File: src/hdl/rsks_pkg.sv
// types, codes and result-building helpers for the record stack
// no dependencies; used by every module of the block
package rsks_pkg;

    localparam int MAX_RESULTS = 8;

    typedef enum logic [2:0] {
        CMD_PUSH  = 3'd0,
        CMD_POP   = 3'd1,
        CMD_PEEK  = 3'd2,
        CMD_DUMP  = 3'd3,
        CMD_FIND  = 3'd4,
        CMD_LIST  = 3'd5,
        CMD_COUNT = 3'd6,
        CMD_NOP   = 3'd7
    } t_cmd;

    typedef enum logic [1:0] {
        ST_OK       = 2'd0,
        ST_EMPTY    = 2'd1,
        ST_FULL     = 2'd2,
        ST_NOTFOUND = 2'd3
    } t_status;

    typedef enum logic [1:0] {
        S_IDLE,
        S_WALK,
        S_FLUSH
    } t_state;

    typedef struct packed {
        logic [2:0]         command;
        logic signed [31:0] code;
        logic [31:0]        box_height;
        logic [31:0]        box_width;
        logic [31:0]        box_depth;
        logic [63:0]        brand_tag;
        logic [63:0]        company_tag;
    } t_in_item;

    typedef struct packed {
        logic [1:0]         status;
        logic signed [31:0] rec_code;
        logic [31:0]        rec_height;
        logic [31:0]        rec_width;
        logic [31:0]        rec_depth;
        logic [63:0]        rec_brand;
        logic [63:0]        rec_company;
        logic [2:0]         position;
        logic [3:0]         count;
        logic               last;
    } t_out_item;

    typedef struct packed {
        logic signed [31:0] code;
        logic [31:0]        height;
        logic [31:0]        width;
        logic [31:0]        depth;
        logic [63:0]        brand;
        logic [63:0]        company;
    } t_rec;

    // broadcast to every cell of the chain
    typedef struct packed {
        logic push;
        logic pop;
        logic load;
        logic shift;
    } t_cell_ctl;

    function automatic t_out_item rec_item(t_rec rec, logic [2:0] pos, logic [3:0] cnt,
                                           logic last);
        t_out_item o;
        o.status      = ST_OK;
        o.rec_code    = rec.code;
        o.rec_height  = rec.height;
        o.rec_width   = rec.width;
        o.rec_depth   = rec.depth;
        o.rec_brand   = rec.brand;
        o.rec_company = rec.company;
        o.position    = pos;
        o.count       = cnt;
        o.last        = last;
        return o;
    endfunction

    function automatic t_out_item status_item(t_status st, logic [3:0] cnt);
        t_out_item o;
        o        = '0;
        o.status = st;
        o.count  = cnt;
        o.last   = 1'b1;
        return o;
    endfunction

endpackage

File: src/hdl/rsks_cell.sv
// one stack cell: a held record plus a scan copy that shifts toward the head
// depends on rsks_pkg
module rsks_cell (
    input  logic               i_clk,
    input  rsks_pkg::t_cell_ctl i_ctl,
    input  rsks_pkg::t_rec     i_push_rec,
    input  rsks_pkg::t_rec     i_pop_rec,
    input  rsks_pkg::t_rec     i_scan_in,
    output rsks_pkg::t_rec     o_rec,
    output rsks_pkg::t_rec     o_scan
);
    import rsks_pkg::*;

    t_rec r_rec;
    t_rec r_scan;

    always_ff @(posedge i_clk) begin
        if (i_ctl.push) begin
            r_rec <= i_push_rec;
        end else if (i_ctl.pop) begin
            r_rec <= i_pop_rec;
        end
    end

    always_ff @(posedge i_clk) begin
        if (i_ctl.load) begin
            r_scan <= r_rec;
        end else if (i_ctl.shift) begin
            r_scan <= i_scan_in;
        end
    end

    assign o_rec  = r_rec;
    assign o_scan = r_scan;

endmodule

File: config.mk
export PLATFORM = sky130hd
export DESIGN_NAME = rsks_cell
export DESIGN_NICKNAME = d
export VERILOG_FILES = /design/src/hdl/rsks_pkg.sv /design/src/hdl/rsks_cell.sv
export SDC_FILE = /design/constraint.sdc
export NUM_CORES = 1
export LEC_CHECK = 0
export ABC_AREA = 1
export ABC_CLOCK_PERIOD_IN_PS = 5950
export CORE_AREA = 2 2 496 498
export DETAILED_ROUTE_END_ITERATION = 16
export DIE_AREA = 0 0 498 500
export DONT_BUFFER_PORTS = 1
export GPL_ROUTABILITY_DRIVEN = 0
export PLACE_DENSITY = 0.3
export SETUP_SLACK_MARGIN = 0.2
export SLEW_MARGIN = 10
export SYNTH_ARGS = -nofsm -noshare
export SYNTH_HDL_FRONTEND = slang
export SYNTH_SLANG_ARGS = --single-unit
File: constraint.sdc
create_clock -name i_clk -period 5.95 [get_ports i_clk]
set_clock_uncertainty 0.15 [all_clocks]
set_input_delay 0.8925 -clock i_clk [delete_from_list [all_inputs] [get_ports i_clk]]
set_output_delay 0.8925 -clock i_clk [all_outputs]
set_load 0.03 [all_outputs]
==> summary.md <==
| Metric | Value |
|---|---|
| Outcome | `finished, final reports clean` |
| P&R area growth vs syn | `26.2%` |
| Register bit total from synthesis | `512` |
| CP required | `approximately 4.9 ns` |
| Initial antenna violation count | `65` |
| CTS Buf Count | `76` |
| DIE AREA | `249000 um^2` |
| PD cells | `around 400 nW/um^2` |
| Worst-margin pin slew | `0.973 ns` |
| Drt drc | `0` |
| Area contributors post-synth | `edfxtp_1 70%, nand2_1 26%, buf_6 1.6%, buf_2 1.0%, buf_4 0.95%` |
| Yosys top cell by area | `edfxtp_1` |
| Fmax achieved | `362 MHz` |
| Max VDD drop | `176 uV` |
| Final antenna-violating net count | `0` |
| Post-synth cell types | `9` |
| Maximum Capacitance Violations | `0` |
| Cts repair resizes | `0` |
| Mapped Area | `22100 um^2` |
| Crit path DAT | `1.72 ns` |
| Final worst path period share | `46.4%` |
| Clk slew on worst S/H paths | `0.07 ns` |
| # rows | `182` |
| Detailed Place HPWL | `123000 um` |
| Maximum buffer depth of the clock tree | `3` |
| All-Layer GR Usage | `11.7%` |
| Leak | `0.0111 uW` |
| Vias per cell | `2.99` |
| First-pass GRT wire length | `187000 um` |
| GRT Residual Overflow | `0` |
| Core area | `244000 um^2` |
| Number of H-tree levels | `3` |
| Crit path capture type | `primary output` |
| CTS sink count | `512` |
| Final min period | `~2.8 ns` |
| Worst Setup Start Kind | `flop` |
| Total Routed Length | `152000 um` |
| Post-synth top area share | `69.6%` |
| Hold_buf cts | `0` |
| Fin util | `11.4%` |
| Post-Syn Nets | `2939` |
| I/O pins | `1285` |
| CTS root buf | `clkbuf_16` |
| Relative slew slack | `about a third` |
| Seq/Total Area, Yosys | `69.6%` |
| Worst-path maximum fanout | `1` |
| Die Span X | `498 um` |
| Setup bufs post-CTS | `0` |
| CTS tree | `yes` |
| Setup TNS | `0 ns` |
| Cells after synthesis | `2166` |
| Filler cells | `28000` |
| Drt initial violations | `1159` |
| Final Max Tran Viols | `0` |
| DIE HEIGHT | `500 um` |
| Setup CP Type | `reg2out` |
| Worst-skew pair later-pin latency | `roughly 0.7 ns` |
| DRT Pass-1 Iters | `5` |
| Average size of a mapped cell | `10.2 um^2` |
| Final WS setup | `approximately 3.2 ns` |
| Synthesis Warnings | `0` |
| Final net count | `2915` |
| Routed len/inst | `roughly 28 um` |
| Share of cells above drive strength 1 | `about 5.8%` |
| Number of I/O port buffers | `0` |
| Setup violators final | `0` |
| Place WS | `2.95 ns` |
| Largest net degree at the start of global routing | `259` |
| Unrepaired setup endpoints after global routing | `no` |
| Vias | `16300` |
| Final Hold Viols | `0` |
| HP Class | `in2reg` |
| Number of global-route vias before repair | `16100` |
| Initial Util | `a little under a tenth` |
## through the flow
stage	power, uW	std cells	hold slack [ns]	area, um^2
5_1_grt	11600	5438	0.135	27900
3_3_place_gp	6650	5284	0.616	25400
3_5_place_dp	6630	5284	0.614	25400
4_1_cts	11400	5420	0.0880	27800
6_report	11100	5444	0.195	27900
2_1_floorplan	5930	2166	0.578	22100
## cells in the final DEF (no fill, tap or decap)
cell,n
buf_4,6
or2_4,2
inv_16,2
buf_12,6
clkbuf_16,76
inv_6,7
diode_2,24
nand2_1,1536
clkinv_2,14
clkinv_1,12
clkinvlp_4,2
clkinv_4,3
clkinv_8,2
edfxtp_1,512
clkinv_16,3
bufinv_16,5
clkbuf_1,12
## cell families (layout without fill, tap and decap cells)
| kind of cell | Yosys count | after routing | share of synthesized area (%) |
|---|---|---|---|
| simple gates | 1538 | 1538 | 26.1 |
| other cells | 0 | 24 | 0 |
| flops | 512 | 512 | 69.6 |
| buf+inv | 116 | 150 | 4.29 |
## routing by layer
metal,GRT usage (%),part of all wire (%),up-vias
met5,0,0.052,-
met4,4.87,3.8,14
met3,7.25,15,207
met2,17.5,43,1164
met1,13.2,38,7904
li1,-,-,6969
## report_power, final
part           switching (uW)  internal [uW]  total [uW]
Sequential               1430           4490        5920
Combinational             411            155         566
Clock                    2000           2600        4600
Total                    3850           7240       11100
## path summary, 6_finish.rpt
| kind | from | endpoint | slack [ns] | cells past startpoint |
|---|---|---|---|---|
| min | i_scan_in[69] | o_scan[69] | 0.19 | 2 |
| max reg2reg | o_rec[95] | o_scan[95] | 4.36 | 2 |
| max | o_scan[98] | o_scan[98] | 3.19 | 0 |
| min reg2reg | o_rec[209] | o_scan[209] | 0.62 | 2 |
## synth_stat cells
master	instances
or2_2	2
inv_4	2
edfxtp_1	512
buf_8	8
buf_12	1
buf_6	32
nand2_1	1536
buf_2	45
buf_4	28
## area by class of cell
type                            instances  area, um^2  share of cell area, %
Sequential cell                       512       15400                   55.1
Multi-Input combinational cell       1538        5780                   20.7
Tap cell                             3220        4030                   14.4
Clock buffer                           88        1950                   6.98
Clock inverter                         48         498                   1.79
Timing Repair Buffer                   12         165                  0.592
Antenna cell                           24        60.1                  0.215
Inverter                                2        32.5                  0.117
## flip-flops by register name, indices dropped and copies added (netlist names)
register	flops
o_rec	256
o_scan	256
(Power assumes the default switching activity.)
